$ cat config.mk
export PLATFORM = sky130hd
export DESIGN_NAME = media_frame_header_parser_top_flat
export DESIGN_NICKNAME = d
export VERILOG_FILES = /design/src/sv/mfhp_pkg.sv /design/src/sv/mfhp_if.sv /design/src/sv/mfhp_front.sv /design/src/sv/mfhp_queue.sv /design/src/sv/mfhp_back.sv /design/src/sv/media_frame_header_parser_top.sv /design/src/flat_wrapper.sv
export VERILOG_INCLUDE_DIRS = /design/src /design/src/sv
export SDC_FILE = /design/constraint.sdc
export NUM_CORES = 1
export LEC_CHECK = 0
export ABC_CLOCK_PERIOD_IN_PS = 17990
export CORE_MARGIN = 1
export CORE_UTILIZATION = 37
export DETAILED_ROUTE_END_ITERATION = 7
export DONT_BUFFER_PORTS = 1
export SYNTH_ARGS = -nofsm -noshare
export SYNTH_HDL_FRONTEND = slang
export SYNTH_HIERARCHICAL = 1
export SYNTH_SLANG_ARGS = --single-unit
$ cat constraint.sdc
create_clock -name clock -period 17.99 [get_ports clock]
set_input_delay 4.4975 -clock clock [delete_from_list [all_inputs] [get_ports clock]]
set_output_delay 4.4975 -clock clock [all_outputs]
set_load 0.03 [all_outputs]
$ cat src/sv/media_frame_header_parser_top_defines.svh
// ----------------------------------------------------------------------------
// Media frame header parser assertion macros
// Shared property shapes for the checks inside the parser modules.
// ----------------------------------------------------------------------------
`ifndef MEDIA_FRAME_HEADER_PARSER_TOP_DEFINES_SVH
`define MEDIA_FRAME_HEADER_PARSER_TOP_DEFINES_SVH

// The consequent must hold in the same cycle as the antecedent.
`define MFHP_ASSERT_IMPL(label, clk, rst, ante, cons, msg) \
   label: assert property (@(posedge clk) disable iff (rst) (ante) |-> (cons)) \
      else $error(msg);

// The consequent must hold in the cycle after the antecedent.
`define MFHP_ASSERT_NEXT(label, clk, rst, ante, cons, msg) \
   label: assert property (@(posedge clk) disable iff (rst) (ante) |=> (cons)) \
      else $error(msg);

`endif

$ cat src/sv/mfhp_pkg.sv
// ----------------------------------------------------------------------------
// Media frame header parser package
// Types, register indexes, codes and layout constants shared by the parser.
// ----------------------------------------------------------------------------
package mfhp_pkg;

   localparam int POSITION_BITS_DEF = 16;

   // Configuration port.
   localparam int CSR_INDEX_BITS = 3;
   localparam int CSR_DATA_BITS  = 8;

   localparam logic [CSR_INDEX_BITS-1:0] CSR_MAGIC      = 3'd0;
   localparam logic [CSR_INDEX_BITS-1:0] CSR_MAX_ID_LEN = 3'd1;
   localparam logic [CSR_INDEX_BITS-1:0] CSR_MAX_KIND   = 3'd2;
   localparam logic [CSR_INDEX_BITS-1:0] CSR_CONF_MASK  = 3'd3;
   localparam logic [CSR_INDEX_BITS-1:0] CSR_END_MASK   = 3'd4;
   localparam logic [CSR_INDEX_BITS-1:0] CSR_ACK_MASK   = 3'd5;

   localparam logic [7:0] RST_MAGIC      = 8'd0;
   localparam logic [7:0] RST_MAX_ID_LEN = 8'd15;
   localparam logic [3:0] RST_MAX_KIND   = 4'd3;
   localparam logic [7:0] RST_CONF_MASK  = 8'd16;
   localparam logic [7:0] RST_END_MASK   = 8'd32;
   localparam logic [7:0] RST_ACK_MASK   = 8'd64;

   // Frame layout. Offsets fit in ten bits for any legal id lengths.
   localparam int KIND_BITS = 4;
   localparam int OFS_BITS  = 10;
   localparam logic [OFS_BITS-1:0] POS_KIND      = 10'd1;
   localparam logic [OFS_BITS-1:0] POS_TIME      = 10'd6;
   localparam logic [OFS_BITS-1:0] POS_SRC_LEN   = 10'd10;
   localparam logic [OFS_BITS-1:0] POS_SEQ_END   = 10'd6;
   localparam logic [OFS_BITS-1:0] POS_SRC_ID    = 10'd11;
   localparam logic [OFS_BITS-1:0] MIN_FRAME     = 10'd12;
   localparam logic [OFS_BITS-1:0] CONF_ID_BYTES = 10'd4;

   localparam int QUEUE_DEPTH = 2;
   localparam int QPTR_BITS   = 1;
   localparam int QCNT_BITS   = 2;

   typedef enum logic [3:0] {
      ST_OK         = 4'd0,
      ST_SHORT      = 4'd1,
      ST_MAGIC      = 4'd2,
      ST_KIND       = 4'd3,
      ST_SRC_LEN    = 4'd4,
      ST_SHORT_SRC  = 4'd5,
      ST_NO_DST     = 4'd6,
      ST_DST_LEN    = 4'd7,
      ST_SHORT_BODY = 4'd8
   } status_type;

   typedef enum logic [1:0] {
      CLS_SRC     = 2'd0,
      CLS_DST     = 2'd1,
      CLS_PAYLOAD = 2'd2
   } byte_class_type;

   typedef struct packed {
      logic [7:0]           magic_value;
      logic [7:0]           max_id_len;
      logic [KIND_BITS-1:0] max_kind;
      logic [7:0]           conf_flag_mask;
      logic [7:0]           end_flag_mask;
      logic [7:0]           ack_flag_mask;
   } cfg_type;

   typedef struct packed {
      status_type           status;
      logic [KIND_BITS-1:0] media_kind;
      logic                 end_flag;
      logic                 ack_flag;
      logic                 conf_flag;
      logic [31:0]          sequence_res;
      logic [31:0]          time_ms;
      logic [31:0]          conference_id;
      logic [7:0]           source_len;
   } summary_type;

   typedef struct packed {
      logic           has_tag;
      byte_class_type byte_class;
      logic [7:0]     data_byte;
      logic           last;
      summary_type    summary;
   } entry_type;

   typedef struct packed {
      logic full;
      logic empty;
   } qstat_type;

   typedef struct packed {
      logic           is_summary;
      byte_class_type byte_class;
      logic [7:0]     data_byte;
      summary_type    summary;
   } rsp_type;

endpackage

$ cat src/sv/mfhp_if.sv
// ----------------------------------------------------------------------------
// Media frame header parser channels
// Byte input channel and result channel with valid/ready handshakes.
// ----------------------------------------------------------------------------
interface mfhp_req_if;
   logic       valid;
   logic       ready;
   logic [7:0] frame_byte;
   logic       last_byte;

   modport source (output valid, output frame_byte, output last_byte, input ready);
   modport sink   (input valid, input frame_byte, input last_byte, output ready);
endinterface

interface mfhp_rsp_if;
   logic        valid;
   logic        ready;
   logic        is_summary;
   logic [1:0]  byte_class;
   logic [7:0]  data_byte;
   logic [3:0]  status;
   logic [3:0]  media_kind;
   logic        end_flag;
   logic        ack_flag;
   logic        conf_flag;
   logic [31:0] sequence_res;
   logic [31:0] time_ms;
   logic [31:0] conference_id;
   logic [7:0]  source_len;

   modport source (
      output valid, output is_summary, output byte_class, output data_byte,
      output status, output media_kind, output end_flag, output ack_flag,
      output conf_flag, output sequence_res, output time_ms,
      output conference_id, output source_len, input ready
   );
   modport sink (
      input valid, input is_summary, input byte_class, input data_byte,
      input status, input media_kind, input end_flag, input ack_flag,
      input conf_flag, input sequence_res, input time_ms,
      input conference_id, input source_len, output ready
   );
endinterface

$ cat src/sv/mfhp_front.sv
// ----------------------------------------------------------------------------
// Media frame header parser front end
// Tracks the byte position, collects header fields and classifies each item.
// ----------------------------------------------------------------------------
module mfhp_front #(
   parameter int POSITION_BITS = mfhp_pkg::POSITION_BITS_DEF
) (
   input  logic                clock,
   input  logic                reset,
   input  mfhp_pkg::cfg_type   cfg,
   input  logic                accept,
   input  logic [7:0]          frame_byte,
   input  logic                last_byte,
   output logic                push,
   output mfhp_pkg::entry_type push_entry
);

`include "media_frame_header_parser_top_defines.svh"

   localparam int CW = POSITION_BITS + 1;
   localparam logic [POSITION_BITS-1:0] POS_MAX = '1;

   logic [POSITION_BITS-1:0] pos_ff, pos_in;
   logic [7:0]  first_ff, first_in;
   logic [7:0]  kind_ff, kind_in;
   logic [31:0] seq_ff, seq_in;
   logic [31:0] time_ff, time_in;
   logic [7:0]  src_ff, src_in;
   logic [7:0]  dst_ff, dst_in;
   logic [31:0] conf_acc_ff, conf_acc_in;

   logic                           conf_old, conf_now, has_tag;
   mfhp_pkg::byte_class_type       cls;
   logic [mfhp_pkg::OFS_BITS-1:0]  src_end, dst_end, conf_end;
   logic [mfhp_pkg::OFS_BITS-1:0]  thr_src, thr_body;
   logic [1:0]                     hdr_lane, conf_lane;
   logic [CW-1:0]                  count;
   mfhp_pkg::status_type           status;

   assign conf_old  = |(kind_ff & cfg.conf_flag_mask);
   assign src_end   = mfhp_pkg::POS_SRC_ID + {2'b00, src_ff};
   assign dst_end   = mfhp_pkg::MIN_FRAME + {2'b00, src_ff} + {2'b00, dst_ff};
   assign conf_end  = dst_end + mfhp_pkg::CONF_ID_BYTES;
   // Sequence bytes start at position 2 and time bytes at 6, both four-aligned
   // after an offset of two, so the low position bits pick the byte lane.
   assign hdr_lane  = pos_ff[1:0] - 2'd2;
   assign conf_lane = pos_ff[1:0] - dst_end[1:0];

   always_comb begin
      first_in    = first_ff;
      kind_in     = kind_ff;
      seq_in      = seq_ff;
      time_in     = time_ff;
      src_in      = src_ff;
      dst_in      = dst_ff;
      conf_acc_in = conf_acc_ff;
      conf_now    = conf_old;
      has_tag     = 1'b0;
      cls         = mfhp_pkg::CLS_PAYLOAD;
      if (pos_ff == '0) begin
         first_in = frame_byte;
      end else if (pos_ff == POSITION_BITS'(mfhp_pkg::POS_KIND)) begin
         kind_in  = frame_byte;
         conf_now = |(frame_byte & cfg.conf_flag_mask);
      end else if (pos_ff < POSITION_BITS'(mfhp_pkg::POS_SEQ_END)) begin
         seq_in[{hdr_lane, 3'b000} +: 8] = seq_ff[{hdr_lane, 3'b000} +: 8] | frame_byte;
      end else if (pos_ff < POSITION_BITS'(mfhp_pkg::POS_SRC_LEN)) begin
         time_in[{hdr_lane, 3'b000} +: 8] = time_ff[{hdr_lane, 3'b000} +: 8] | frame_byte;
      end else if (pos_ff == POSITION_BITS'(mfhp_pkg::POS_SRC_LEN)) begin
         src_in = frame_byte;
      end else if (pos_ff < POSITION_BITS'(src_end)) begin
         has_tag = 1'b1;
         cls     = mfhp_pkg::CLS_SRC;
      end else if (pos_ff == POSITION_BITS'(src_end)) begin
         dst_in = frame_byte;
      end else if (pos_ff < POSITION_BITS'(dst_end)) begin
         has_tag = 1'b1;
         cls     = mfhp_pkg::CLS_DST;
      end else if (conf_old && (pos_ff < POSITION_BITS'(conf_end))) begin
         conf_acc_in[{conf_lane, 3'b000} +: 8] =
            conf_acc_ff[{conf_lane, 3'b000} +: 8] | frame_byte;
      end else begin
         has_tag = 1'b1;
         cls     = mfhp_pkg::CLS_PAYLOAD;
      end
   end

   // Length checks see the frame as it stands after this item.
   assign count    = {1'b0, pos_ff} + CW'(1);
   assign thr_src  = mfhp_pkg::MIN_FRAME + {2'b00, src_in};
   assign thr_body = thr_src + {2'b00, dst_in}
                   + (conf_now ? mfhp_pkg::CONF_ID_BYTES : '0);

   always_comb begin
      if (count < CW'(mfhp_pkg::MIN_FRAME)) begin
         status = mfhp_pkg::ST_SHORT;
      end else if (first_in != cfg.magic_value) begin
         status = mfhp_pkg::ST_MAGIC;
      end else if (kind_in[mfhp_pkg::KIND_BITS-1:0] > cfg.max_kind) begin
         status = mfhp_pkg::ST_KIND;
      end else if ((src_in == '0) || (src_in > cfg.max_id_len)) begin
         status = mfhp_pkg::ST_SRC_LEN;
      end else if (count < CW'(thr_src)) begin
         status = mfhp_pkg::ST_SHORT_SRC;
      end else if ((dst_in == '0) && !conf_now) begin
         status = mfhp_pkg::ST_NO_DST;
      end else if (dst_in > cfg.max_id_len) begin
         status = mfhp_pkg::ST_DST_LEN;
      end else if (count < CW'(thr_body)) begin
         status = mfhp_pkg::ST_SHORT_BODY;
      end else begin
         status = mfhp_pkg::ST_OK;
      end
   end

   always_comb begin
      push_entry                       = '0;
      push_entry.has_tag               = has_tag;
      push_entry.byte_class            = cls;
      push_entry.data_byte             = frame_byte;
      push_entry.last                  = last_byte;
      push_entry.summary.status        = status;
      push_entry.summary.media_kind    = kind_in[mfhp_pkg::KIND_BITS-1:0];
      push_entry.summary.end_flag      = |(kind_in & cfg.end_flag_mask);
      push_entry.summary.ack_flag      = |(kind_in & cfg.ack_flag_mask);
      push_entry.summary.conf_flag     = conf_now;
      push_entry.summary.sequence_res  = seq_in;
      push_entry.summary.time_ms       = time_in;
      push_entry.summary.conference_id = conf_now ? conf_acc_in : '0;
      push_entry.summary.source_len    = src_in;
   end

   assign push   = accept && (has_tag || last_byte);
   assign pos_in = (pos_ff == POS_MAX) ? pos_ff : pos_ff + POSITION_BITS'(1);

   always_ff @(posedge clock) begin
      if (reset || (accept && last_byte)) begin
         pos_ff      <= '0;
         first_ff    <= '0;
         kind_ff     <= '0;
         seq_ff      <= '0;
         time_ff     <= '0;
         src_ff      <= '0;
         dst_ff      <= '0;
         conf_acc_ff <= '0;
      end else if (accept) begin
         pos_ff      <= pos_in;
         first_ff    <= first_in;
         kind_ff     <= kind_in;
         seq_ff      <= seq_in;
         time_ff     <= time_in;
         src_ff      <= src_in;
         dst_ff      <= dst_in;
         conf_acc_ff <= conf_acc_in;
      end
   end

   `MFHP_ASSERT_NEXT(a_frame_restarts, clock, reset, accept && last_byte, pos_ff == '0 && src_ff == '0, "position not cleared after the last item of a frame")

endmodule

$ cat src/sv/mfhp_queue.sv
// ----------------------------------------------------------------------------
// Media frame header parser queue
// Short FIFO of classified items between the front end and the back end.
// ----------------------------------------------------------------------------
module mfhp_queue (
   input  logic                clock,
   input  logic                reset,
   input  logic                push,
   input  mfhp_pkg::entry_type push_entry,
   input  logic                pop,
   output mfhp_pkg::entry_type head,
   output mfhp_pkg::qstat_type qstat
);

`include "media_frame_header_parser_top_defines.svh"

   localparam logic [mfhp_pkg::QPTR_BITS-1:0] LAST_SLOT =
      mfhp_pkg::QPTR_BITS'(mfhp_pkg::QUEUE_DEPTH - 1);

   mfhp_pkg::entry_type ents_ff [mfhp_pkg::QUEUE_DEPTH];
   logic [mfhp_pkg::QPTR_BITS-1:0] wr_ptr_ff, wr_ptr_in, rd_ptr_ff, rd_ptr_in;
   logic [mfhp_pkg::QCNT_BITS-1:0] cnt_ff, cnt_in;

   assign qstat.full  = (cnt_ff == mfhp_pkg::QCNT_BITS'(mfhp_pkg::QUEUE_DEPTH));
   assign qstat.empty = (cnt_ff == '0);
   assign head        = ents_ff[rd_ptr_ff];

   always_comb begin
      wr_ptr_in = wr_ptr_ff;
      rd_ptr_in = rd_ptr_ff;
      cnt_in    = cnt_ff;
      if (push) begin
         wr_ptr_in = (wr_ptr_ff == LAST_SLOT) ? '0 :
                     wr_ptr_ff + mfhp_pkg::QPTR_BITS'(1);
      end
      if (pop) begin
         rd_ptr_in = (rd_ptr_ff == LAST_SLOT) ? '0 :
                     rd_ptr_ff + mfhp_pkg::QPTR_BITS'(1);
      end
      if (push && !pop) begin
         cnt_in = cnt_ff + mfhp_pkg::QCNT_BITS'(1);
      end else if (pop && !push) begin
         cnt_in = cnt_ff - mfhp_pkg::QCNT_BITS'(1);
      end
   end

   always_ff @(posedge clock) begin
      if (reset) begin
         wr_ptr_ff <= '0;
         rd_ptr_ff <= '0;
         cnt_ff    <= '0;
      end else begin
         wr_ptr_ff <= wr_ptr_in;
         rd_ptr_ff <= rd_ptr_in;
         cnt_ff    <= cnt_in;
      end
   end

   always_ff @(posedge clock) begin
      if (push) begin
         ents_ff[wr_ptr_ff] <= push_entry;
      end
   end

   `MFHP_ASSERT_IMPL(a_no_overflow, clock, reset, push, !qstat.full || pop, "item pushed into a full queue")
   `MFHP_ASSERT_IMPL(a_no_underflow, clock, reset, pop, !qstat.empty, "item popped from an empty queue")

endmodule

$ cat src/sv/mfhp_back.sv
// ----------------------------------------------------------------------------
// Media frame header parser back end
// Turns queued items into tagged-byte and summary results in an output register.
// ----------------------------------------------------------------------------
module mfhp_back (
   input  logic                clock,
   input  logic                reset,
   input  mfhp_pkg::entry_type head,
   input  mfhp_pkg::qstat_type qstat,
   output logic                pop,
   mfhp_rsp_if.source          rsp
);

`include "media_frame_header_parser_top_defines.svh"

   mfhp_pkg::rsp_type rsp_ff, rsp_in;
   logic              rsp_valid_ff, rsp_valid_in;
   // Set while the head item's tagged byte is out and its summary is still owed.
   logic              sub_ff, sub_in;
   logic              load;

   assign load = !rsp_valid_ff || rsp.ready;

   always_comb begin
      rsp_in       = rsp_ff;
      rsp_valid_in = rsp_valid_ff;
      sub_in       = sub_ff;
      pop          = 1'b0;
      if (load) begin
         rsp_valid_in = !qstat.empty;
         if (!qstat.empty) begin
            rsp_in = '0;
            if (head.has_tag && !sub_ff) begin
               rsp_in.byte_class = head.byte_class;
               rsp_in.data_byte  = head.data_byte;
               if (head.last) begin
                  sub_in = 1'b1;
               end else begin
                  pop = 1'b1;
               end
            end else begin
               rsp_in.is_summary = 1'b1;
               rsp_in.summary    = head.summary;
               sub_in            = 1'b0;
               pop               = 1'b1;
            end
         end
      end
   end

   always_ff @(posedge clock) begin
      if (reset) begin
         rsp_valid_ff <= 1'b0;
         sub_ff       <= 1'b0;
      end else begin
         rsp_valid_ff <= rsp_valid_in;
         sub_ff       <= sub_in;
      end
   end

   always_ff @(posedge clock) begin
      rsp_ff <= rsp_in;
   end

   assign rsp.valid         = rsp_valid_ff;
   assign rsp.is_summary    = rsp_ff.is_summary;
   assign rsp.byte_class    = rsp_ff.byte_class;
   assign rsp.data_byte     = rsp_ff.data_byte;
   assign rsp.status        = rsp_ff.summary.status;
   assign rsp.media_kind    = rsp_ff.summary.media_kind;
   assign rsp.end_flag      = rsp_ff.summary.end_flag;
   assign rsp.ack_flag      = rsp_ff.summary.ack_flag;
   assign rsp.conf_flag     = rsp_ff.summary.conf_flag;
   assign rsp.sequence_res  = rsp_ff.summary.sequence_res;
   assign rsp.time_ms       = rsp_ff.summary.time_ms;
   assign rsp.conference_id = rsp_ff.summary.conference_id;
   assign rsp.source_len    = rsp_ff.summary.source_len;

   `MFHP_ASSERT_IMPL(a_owed_summary_head, clock, reset, sub_ff, !qstat.empty && head.last && head.has_tag, "summary owed but head item is not a tagged last item")
   `MFHP_ASSERT_IMPL(a_summary_clean, clock, reset, rsp_valid_ff && rsp_ff.is_summary, rsp_ff.byte_class == mfhp_pkg::CLS_SRC && rsp_ff.data_byte == '0, "summary result carries tagged-byte fields")

endmodule

$ cat src/sv/media_frame_header_parser_top.sv
// ----------------------------------------------------------------------------
// Media frame header parser
// Byte-stream frame header decoder with tagged id/payload bytes and a summary.
// ----------------------------------------------------------------------------
// The parser takes one frame byte per item on req_bus, with last_byte marking
// the end of a frame, and accepts a new item in every cycle while its two-entry
// queue has room. Source id, destination id and payload bytes come out on
// rsp_bus as tagged items as they arrive; header, length and conference id
// bytes produce nothing. The last byte of a frame adds a summary item with the
// decoded header fields and a status code. An accepted byte goes through the
// queue and then the output register. The single output register gives one
// item per cycle while the result side is ready; a last byte that is also
// tagged produces two results, which the queue absorbs. The front end keeps
// the position count (saturating at its all-ones value) and the header fields
// and resolves the status checks in the cycle the last byte arrives; the back
// end only sequences results. Configuration registers are written through
// csr_we/csr_index/csr_wdata and should only be changed while no item is in
// flight; writes to an index beyond the register list are ignored.
// ----------------------------------------------------------------------------
module media_frame_header_parser_top #(
   parameter int POSITION_BITS = mfhp_pkg::POSITION_BITS_DEF
) (
   input  logic                                clock,
   input  logic                                reset,
   mfhp_req_if.sink                            req_bus,
   mfhp_rsp_if.source                          rsp_bus,
   input  logic                                csr_we,
   input  logic [mfhp_pkg::CSR_INDEX_BITS-1:0] csr_index,
   input  logic [mfhp_pkg::CSR_DATA_BITS-1:0]  csr_wdata
);

   mfhp_pkg::cfg_type   cfg_ff, cfg_in;
   mfhp_pkg::entry_type push_entry, head;
   mfhp_pkg::qstat_type qstat;
   logic                accept, push, pop;

   // Register file: each write lands in one field; unknown indexes do nothing.
   always_comb begin
      cfg_in = cfg_ff;
      if (csr_we) begin
         case (csr_index)
            mfhp_pkg::CSR_MAGIC:      cfg_in.magic_value    = csr_wdata;
            mfhp_pkg::CSR_MAX_ID_LEN: cfg_in.max_id_len     = csr_wdata;
            mfhp_pkg::CSR_MAX_KIND:   cfg_in.max_kind       =
               csr_wdata[mfhp_pkg::KIND_BITS-1:0];
            mfhp_pkg::CSR_CONF_MASK:  cfg_in.conf_flag_mask = csr_wdata;
            mfhp_pkg::CSR_END_MASK:   cfg_in.end_flag_mask  = csr_wdata;
            mfhp_pkg::CSR_ACK_MASK:   cfg_in.ack_flag_mask  = csr_wdata;
            default: begin
               cfg_in = cfg_ff;
            end
         endcase
      end
   end

   always_ff @(posedge clock) begin
      if (reset) begin
         cfg_ff.magic_value    <= mfhp_pkg::RST_MAGIC;
         cfg_ff.max_id_len     <= mfhp_pkg::RST_MAX_ID_LEN;
         cfg_ff.max_kind       <= mfhp_pkg::RST_MAX_KIND;
         cfg_ff.conf_flag_mask <= mfhp_pkg::RST_CONF_MASK;
         cfg_ff.end_flag_mask  <= mfhp_pkg::RST_END_MASK;
         cfg_ff.ack_flag_mask  <= mfhp_pkg::RST_ACK_MASK;
      end else begin
         cfg_ff <= cfg_in;
      end
   end

   // The front end stalls only when the queue is full, never on the output.
   assign req_bus.ready = !qstat.full;
   assign accept        = req_bus.valid && !qstat.full;

   mfhp_front #(
      .POSITION_BITS (POSITION_BITS)
   ) u_front (
      .clock      (clock),
      .reset      (reset),
      .cfg        (cfg_ff),
      .accept     (accept),
      .frame_byte (req_bus.frame_byte),
      .last_byte  (req_bus.last_byte),
      .push       (push),
      .push_entry (push_entry)
   );

   mfhp_queue u_queue (
      .clock      (clock),
      .reset      (reset),
      .push       (push),
      .push_entry (push_entry),
      .pop        (pop),
      .head       (head),
      .qstat      (qstat)
   );

   mfhp_back u_back (
      .clock (clock),
      .reset (reset),
      .head  (head),
      .qstat (qstat),
      .pop   (pop),
      .rsp   (rsp_bus)
   );

endmodule

$ cat src/flat_wrapper.sv
// flat-port wrapper written by rule: the top's interface ports become plain ports
module media_frame_header_parser_top_flat 
#(
   parameter int POSITION_BITS = mfhp_pkg::POSITION_BITS_DEF
)
  (clock, reset, csr_we, csr_index, csr_wdata, req_bus_valid, req_bus_frame_byte, req_bus_last_byte, req_bus_ready, rsp_bus_valid, rsp_bus_is_summary, rsp_bus_byte_class, rsp_bus_data_byte, rsp_bus_status, rsp_bus_media_kind, rsp_bus_end_flag, rsp_bus_ack_flag, rsp_bus_conf_flag, rsp_bus_sequence_res, rsp_bus_time_ms, rsp_bus_conference_id, rsp_bus_source_len, rsp_bus_ready);
  mfhp_req_if req_bus_i ();
  mfhp_rsp_if rsp_bus_i ();
  input  logic clock;
  input  logic reset;
  input  logic csr_we;
  input  logic [mfhp_pkg::CSR_INDEX_BITS-1:0] csr_index;
  input  logic [mfhp_pkg::CSR_DATA_BITS-1:0] csr_wdata;
  input wire logic [$bits(req_bus_i.valid)-1:0] req_bus_valid;
  input wire logic [$bits(req_bus_i.frame_byte)-1:0] req_bus_frame_byte;
  input wire logic [$bits(req_bus_i.last_byte)-1:0] req_bus_last_byte;
  output wire logic [$bits(req_bus_i.ready)-1:0] req_bus_ready;
  output wire logic [$bits(rsp_bus_i.valid)-1:0] rsp_bus_valid;
  output wire logic [$bits(rsp_bus_i.is_summary)-1:0] rsp_bus_is_summary;
  output wire logic [$bits(rsp_bus_i.byte_class)-1:0] rsp_bus_byte_class;
  output wire logic [$bits(rsp_bus_i.data_byte)-1:0] rsp_bus_data_byte;
  output wire logic [$bits(rsp_bus_i.status)-1:0] rsp_bus_status;
  output wire logic [$bits(rsp_bus_i.media_kind)-1:0] rsp_bus_media_kind;
  output wire logic [$bits(rsp_bus_i.end_flag)-1:0] rsp_bus_end_flag;
  output wire logic [$bits(rsp_bus_i.ack_flag)-1:0] rsp_bus_ack_flag;
  output wire logic [$bits(rsp_bus_i.conf_flag)-1:0] rsp_bus_conf_flag;
  output wire logic [$bits(rsp_bus_i.sequence_res)-1:0] rsp_bus_sequence_res;
  output wire logic [$bits(rsp_bus_i.time_ms)-1:0] rsp_bus_time_ms;
  output wire logic [$bits(rsp_bus_i.conference_id)-1:0] rsp_bus_conference_id;
  output wire logic [$bits(rsp_bus_i.source_len)-1:0] rsp_bus_source_len;
  input wire logic [$bits(rsp_bus_i.ready)-1:0] rsp_bus_ready;
  assign req_bus_i.valid = req_bus_valid;
  assign req_bus_i.frame_byte = req_bus_frame_byte;
  assign req_bus_i.last_byte = req_bus_last_byte;
  assign req_bus_ready = req_bus_i.ready;
  assign rsp_bus_valid = rsp_bus_i.valid;
  assign rsp_bus_is_summary = rsp_bus_i.is_summary;
  assign rsp_bus_byte_class = rsp_bus_i.byte_class;
  assign rsp_bus_data_byte = rsp_bus_i.data_byte;
  assign rsp_bus_status = rsp_bus_i.status;
  assign rsp_bus_media_kind = rsp_bus_i.media_kind;
  assign rsp_bus_end_flag = rsp_bus_i.end_flag;
  assign rsp_bus_ack_flag = rsp_bus_i.ack_flag;
  assign rsp_bus_conf_flag = rsp_bus_i.conf_flag;
  assign rsp_bus_sequence_res = rsp_bus_i.sequence_res;
  assign rsp_bus_time_ms = rsp_bus_i.time_ms;
  assign rsp_bus_conference_id = rsp_bus_i.conference_id;
  assign rsp_bus_source_len = rsp_bus_i.source_len;
  assign rsp_bus_i.ready = rsp_bus_ready;
  media_frame_header_parser_top #(.POSITION_BITS(POSITION_BITS)) u_core (.clock(clock), .reset(reset), .req_bus(req_bus_i), .rsp_bus(rsp_bus_i), .csr_we(csr_we), .csr_index(csr_index), .csr_wdata(csr_wdata));
endmodule
======== Word level (Yosys, flattened, before mapping) ========
Memory sizes are Yosys's and may differ from the RTL's. A register that Yosys moved wholly into a read port is not among the register bits.
Index checks and enable logic that the tools add are counted.
word-level totals
  flip-flop bits (word level) ............. 320
  memory bits (writable) .................. 254
  input bits .............................. 25
  output and inout port bits .............. 128
  word-level logic and storage cells ...... 205
  memories kept ........................... 1
cells by class
  add/sub/neg operators ................... 17
  order comparisons ....................... 11
  equal/unequal tests ..................... 12
  shift operators ......................... 8
  multiplexer cells ....................... 78
  bitwise gates (word level) .............. 9
  reductions and logical operators ........ 38
memories
  memory                  depth  width  read ports  clocked after Yosys merged registers in  wr ports  line              RTL
  u_core.u_queue.ents_ff  2      127    1           1                                        1         mfhp_queue.sv:20  mfhp_pkg::entry_type ents_ff [mfhp_pkg::QUEUE_DEPTH];
operators by type and width
  operator                                                                       count
  32-bit two-way mux                                                             17
  8-bit two-way mux                                                              15
  32-bit bitwise mux                                                             3
  32-bit by 6-bit variable part select with 8-bit output                         3
  8-bit by 7-bit variable part select with 32-bit output                         3
  8-bit by 7-bit variable shift with 32-bit output, first input constant         2
  8-bit AND                                                                      4
  16-bit by 10-bit less-than comparator with 1-bit output                        2
  4-bit two-way mux                                                              8
  8-bit OR reduction                                                             4
  4-bit by 8-bit adder with 9-bit output, first input constant                   3
  1-bit two-way mux                                                              24
  8-bit OR                                                                       3
  9-bit by 8-bit adder with 10-bit output                                        2
  2-bit two-way mux                                                              10
  16-bit by 1-bit adder with 17-bit output, second input constant                1
  17-bit by 10-bit less-than comparator with 1-bit output                        1
  17-bit by 4-bit less-than comparator with 1-bit output, second input constant  1
  17-bit by 9-bit less-than comparator with 1-bit output                         1
  16-bit by 1-bit adder with 16-bit output, second input constant                1
  16-bit by 1-bit equality test with 1-bit output, second input constant         1
  16-bit equality test, second input constant                                    1
  16-bit by 4-bit equality test with 1-bit output, second input constant         1
  16-bit by 9-bit equality test with 1-bit output                                1
  other kinds (31)                                                               61

======== Longest topological paths before layout ========
  word-level depth ........................ 20
  gate-level depth with buffers ........... 27
  gate-level depth less buffers ........... 26

======== Cells and area by module ========
The synthesis kept the hierarchy.
modules (own cells, without submodules)
  module                         instances  cells each  area each (um^2)  seq. area each (um^2)
  mfhp_front                     1          1,519       11,771.3          2,882.8
  mfhp_queue                     1          417         9,476.6           7,727.4
  mfhp_back                      1          276         4,758.3           3,823.7
  media_frame_header_parser_top  1          169         1,804.2           880.8

======== Worst setup path after synthesis ========
No wires, ideal clock.
  path kind ............................... in2reg
  start ................................... input port req_bus_valid
  end ..................................... memory u_core/u_queue/ents_ff[0][0] (netlist name), enable pin
  setup time .............................. 630 ps
  arrival time ............................ 11,540 ps
  required time ........................... 17,360 ps
  setup slack ............................. 5,820 ps
  cell stages on the path ................. 7
  buffers on the path ..................... 3
  cell sequence ........................... nor2b_1 > clkbuf_1 > inv_1 > clkbuf_1 > clkbuf_1 > o31ai_1 > nor2b_1
on the way
  longest elaborated chain between the ends .. 4
ends and longest elaborated chain
  item                                     line                                 RTL
  start: declaration                       flat_wrapper.sv:14                   input wire logic [$bits(req_bus_i.valid)-1:0] req_bus_valid;
  1-bit logical AND                        media_frame_header_parser_top.sv:71  assign accept = req_bus.valid && !qstat.full;
  1-bit logical AND                        mfhp_front.sv:133                    assign push = accept && (has_tag || last_byte);
  via u_core.push                          media_frame_header_parser_top.sv:35  logic accept, push, pop;
  1-bit two-way mux                        mfhp_queue.sv:60                     if (push) begin
  1-bit two-way mux (not written as such)  mfhp_queue.sv:61                     ents_ff[wr_ptr_ff] <= push_entry;
  end: declaration                         mfhp_queue.sv:20
The timed path passes the listed nets, and every way through them passes these cells.

==> results.yml <==
placement:
  pre_cts_ws_ns: 8.98
  port_buffers: 0
  dpl.hpwl_mm: 48.6
  place.gp.congestion: 0.915
worst_setup_path:
  cp_num_cells: 16
  worst-path-max-fanout: 22
  worst-r2r-setup-slack_ns: 11.15
  critPathTopFamily: "adder cells"
  required_ns: 18.43
  cp.arrival_ns: 8.83
  crit_end: "u_core/u_queue/ents_ff[0][114]$_DFFE_PP_"
  crit_start: "req_bus_frame_byte[0]"
  worstSetupEndpointType: "register"
  path_buf_inv: 1
  critPathKind: "input port to register"
  crit_chain: "a22oi_1, and4_1, mux2_2, inv_1, fa_1, fa_1, a21o_1, a21oi_1, nor2b_1, o21a_1, o21ai_0, nand2_1, ha_1, a211oi_1, a21oi_1, nor4b_2"
  reg2reg_from: "u_core/u_front/pos_ff[0]$_SDFFE_PP0P_"
  cp_slowest_cell: "fa_1"
  critPathMaxStageDelay_ns: 0.62
  worstRegToRegCells: 18
  start_kind: "input port"
  r2r-end: "u_core/u_queue/ents_ff[0][114]$_DFFE_PP_"
grt:
  grt_pass1_vias: 17600
  antenna_found_initial: 3
  grt_pass1_wl_mm: 107
  grt_max_degree: 85
  grtUsageTotal_pct: 18.0
  grt_overflow: 0
sta:
  worstMarginPinSlew_ns: 1.19
  whs_ns: 0.474
  drv_slew: 0
  finalSetupViolCount: 0
  setup_slack_ns: 9.60
  fin_crit_ns: 8.39
  clock_skew_ns: 0.0637
  hold_violations: 0
  clock.fmax_ghz: 0.119
  relSlewSlack_pct: 20.4
  post-route-period-util_pct: 46.6
  grt_setup_unrepaired: "false"
  finalSetupTns_ns: 0
synth:
  synthMuxAreaShare_pct: 10.8
  synth_cells: 2381
  yosysWarnings: 6
  ys_types: 68
  synthesis.nets: 2518
  synth_area_per_cell_um2: 11.7
  synthArstFlopShare_pct: 0
  synth_area_um2: 27800
  synth_edf_count: 380
  synth_top_family_by_area: "simple AND/OR/NAND/NOR gates"
  synthXorXnorAreaFrac_pct: 1.76
  ys_seq_area_share_pct: 55.1
  yosys.area_share.simple_pct: 14.9
  ys.flop_type: "edfxtp_1"
  synth-compound-area-share_pct: 8.53
  ys_ff_latch: 575
  synthAdderAreaFrac_pct: 5.15
clock_network:
  cts_buffers: 61
  postCtsHoldBufs: 0
  cts_max_level: 2
  path_clk_slew_ns: 0.06
  post_cts_buffers: 0
  cts-resized-gates: 0
  cts-root-buf: "clkbuf_16"
  cts_tree: "yes"
  clock-sinks: 575
  clk_latency_ns: 0.64
  clockBufferDepth: 3
finish:
  final_core_util_pct: 41.0
  drive_gt1_share_pct: 14.2
  area_growth_syn_to_layout_pct: 9.74
  num-fill-cells: 6942
  fin_nets: 2437
pwr:
  p_total_uw: 4040
  ir_worst_vdd_v: 0.0000739
  power_density_nw_per_um2: 132
  leakage_uw: 0.0113
min_path:
  hp-class: "register to register"
  hold_path.startpoint: "u_core/u_front/first_ff[4]$_SDFFE_PP0P_"
route:
  drt_pass1_iterations: 8
  vias_per_cell: 5.44
  wl_mm: 69.8
  drc: 0
  wl_per_cell_um: 21.0
  drt-initial-drc-count: 1565
  ant_nets: 0
  vias: 18100
die:
  die_height_um: 276
  die_w_um: 276
  io_pins: 153
  std_cell_rows: 100
  dieArea_um2: 76300
  initial_core_util_pct: 37.4
  core_um2: 74400
run_status:
  status: "finished clean"
job:
  drv_cap: 0
[power by group]
| group | internal [µW] | leakage, µW | switching (µW) | total, µW |
|---|---|---|---|---|
| sequential | 1670 | 0.00517 | 300 | 1970 |
| combinational | 289 | 0.00508 | 485 | 775 |
| clock | 763 | 0.00102 | 531 | 1290 |
[worst reg2reg max path, cell delays in order (launching register included)]
cell	delay (ns)
dfxtp_1	0.75
inv_1	0.44
ha_1	0.45
nor4b_1	0.26
and4_1	0.62
mux2_2	0.62
inv_1	0.54
fa_1	0.57
fa_1	0.48
a21o_1	0.19
a21oi_1	0.24
nor2b_1	0.09
o21a_1	0.18
o21ai_0	0.22
nand2_1	0.09
ha_1	0.30
a211oi_1	0.20
a21oi_1	0.11
nor4b_2	0.27
[cell usage after synthesis, drive strengths merged, types with 20 or more instances]
master  number  area share (%)
edfxtp     380              41
dfxtp      195              14
nand2      170             2.3
nor2       169             2.3
mux2       142             6.2
and2       131             2.9
a21oi      110             2.0
ha         108             4.9
clkbuf     107             1.4
nand3       75             1.3
inv         74             1.0
mux2i       74             2.7
o31ai       65             1.8
buf         55             1.4
nor3        55            0.99
nand2b      48             1.1
o21ai       40            0.72
nand4       38            0.85
xnor2       33             1.0
or2         32            0.72
o211a       25            0.90
mux4        24             1.9
o211ai      24            0.65
xor2        23            0.72
a211oi      20            0.54
[cell usage in the layout (no fill, tap or decap), drive strengths merged, types with 18 or more instances in the layout]
master / instances
o211a: 25
o21ai: 40
ha: 108
and2: 131
nor3: 55
nor2: 169
nand2b: 48
xor2: 23
mux4: 24
a21oi: 110
nand4: 38
or2: 32
edfxtp: 380
xnor2: 33
nand2: 170
mux2i: 74
inv: 76
clkinv: 27
dfxtp: 195
a211oi: 20
clkbuf: 72
mux2: 142
buf: 18
nand3: 75
o31ai: 65
o211ai: 24
[logic make-up after synthesis]
logic type,after synthesis
and+or+nand+nor,807
buffers and inverters,236
AOI/OAI and AO/OA,355
xor gates and xnor gates,56
muxes,240
DFF,575
adders and majority gates,112
[area by class of cell]
class | count | area (µm²) | area share (%)
inverter | 74 | 278 | 0.910
clock inverter | 44 | 505 | 1.66
sequential | 575 | 15300 | 50.2
multi-input combinational | 1570 | 11500 | 37.6
timing repair buffer | 18 | 135 | 0.443
antenna | 1 | 2.50 | 0.00820
clock buffer | 72 | 1590 | 5.20
tap | 969 | 1210 | 3.97
[state kept, by name (all words and copies together), names as in the netlist, 16 cells and up, named ones only]
name                             cells
u_core/u_queue/ents_ff             254
u_core/cfg_ff                       44
u_core/u_front/time_ff              32
u_core/u_back/rsp.conference_id     32
u_core/u_back/rsp.sequence_res      32
u_core/u_back/rsp.time_ms           32
u_core/u_front/conf_acc_ff          32
u_core/u_front/pos_ff               16
u_core/u_front/seq_ff               32
[per-stage QoR]
| stage | instances | area (µm²) |
|---|---|---|
| 2_1_floorplan | 2381 | 27800 |
| 3_3_place_gp | 3206 | 28400 |
| 3_5_place_dp | 3206 | 28400 |
| 4_1_cts | 3322 | 30500 |
| 5_1_grt | 3322 | 30500 |
| 6_report | 3323 | 30500 |
[worst min path at each step]
stage               depth (start not counted)                                 endpoint
finish                                      2  u_core/u_front/first_ff[4]$_SDFFE_PP0P_
global route                                2  u_core/u_front/first_ff[4]$_SDFFE_PP0P_
CTS                                         2  u_core/u_front/first_ff[4]$_SDFFE_PP0P_
detailed placement                          2  u_core/u_front/first_ff[1]$_SDFFE_PP0P_
global placement                            2  u_core/u_front/first_ff[1]$_SDFFE_PP0P_
floorplan                                   2  u_core/u_front/first_ff[1]$_SDFFE_PP0P_
[per-layer routing]
metal	track usage [%]	wire length [µm]	share of wire, %	up-vias
li1	-	-	-	8515
met1	23.6	30200	43	8894
met2	30.0	33600	48	552
met3	3.14	3960	5.7	108
met4	5.76	1960	2.8	2
met5	0	11	0.016	-
Note: power is estimated with default switching activity, not from simulation.
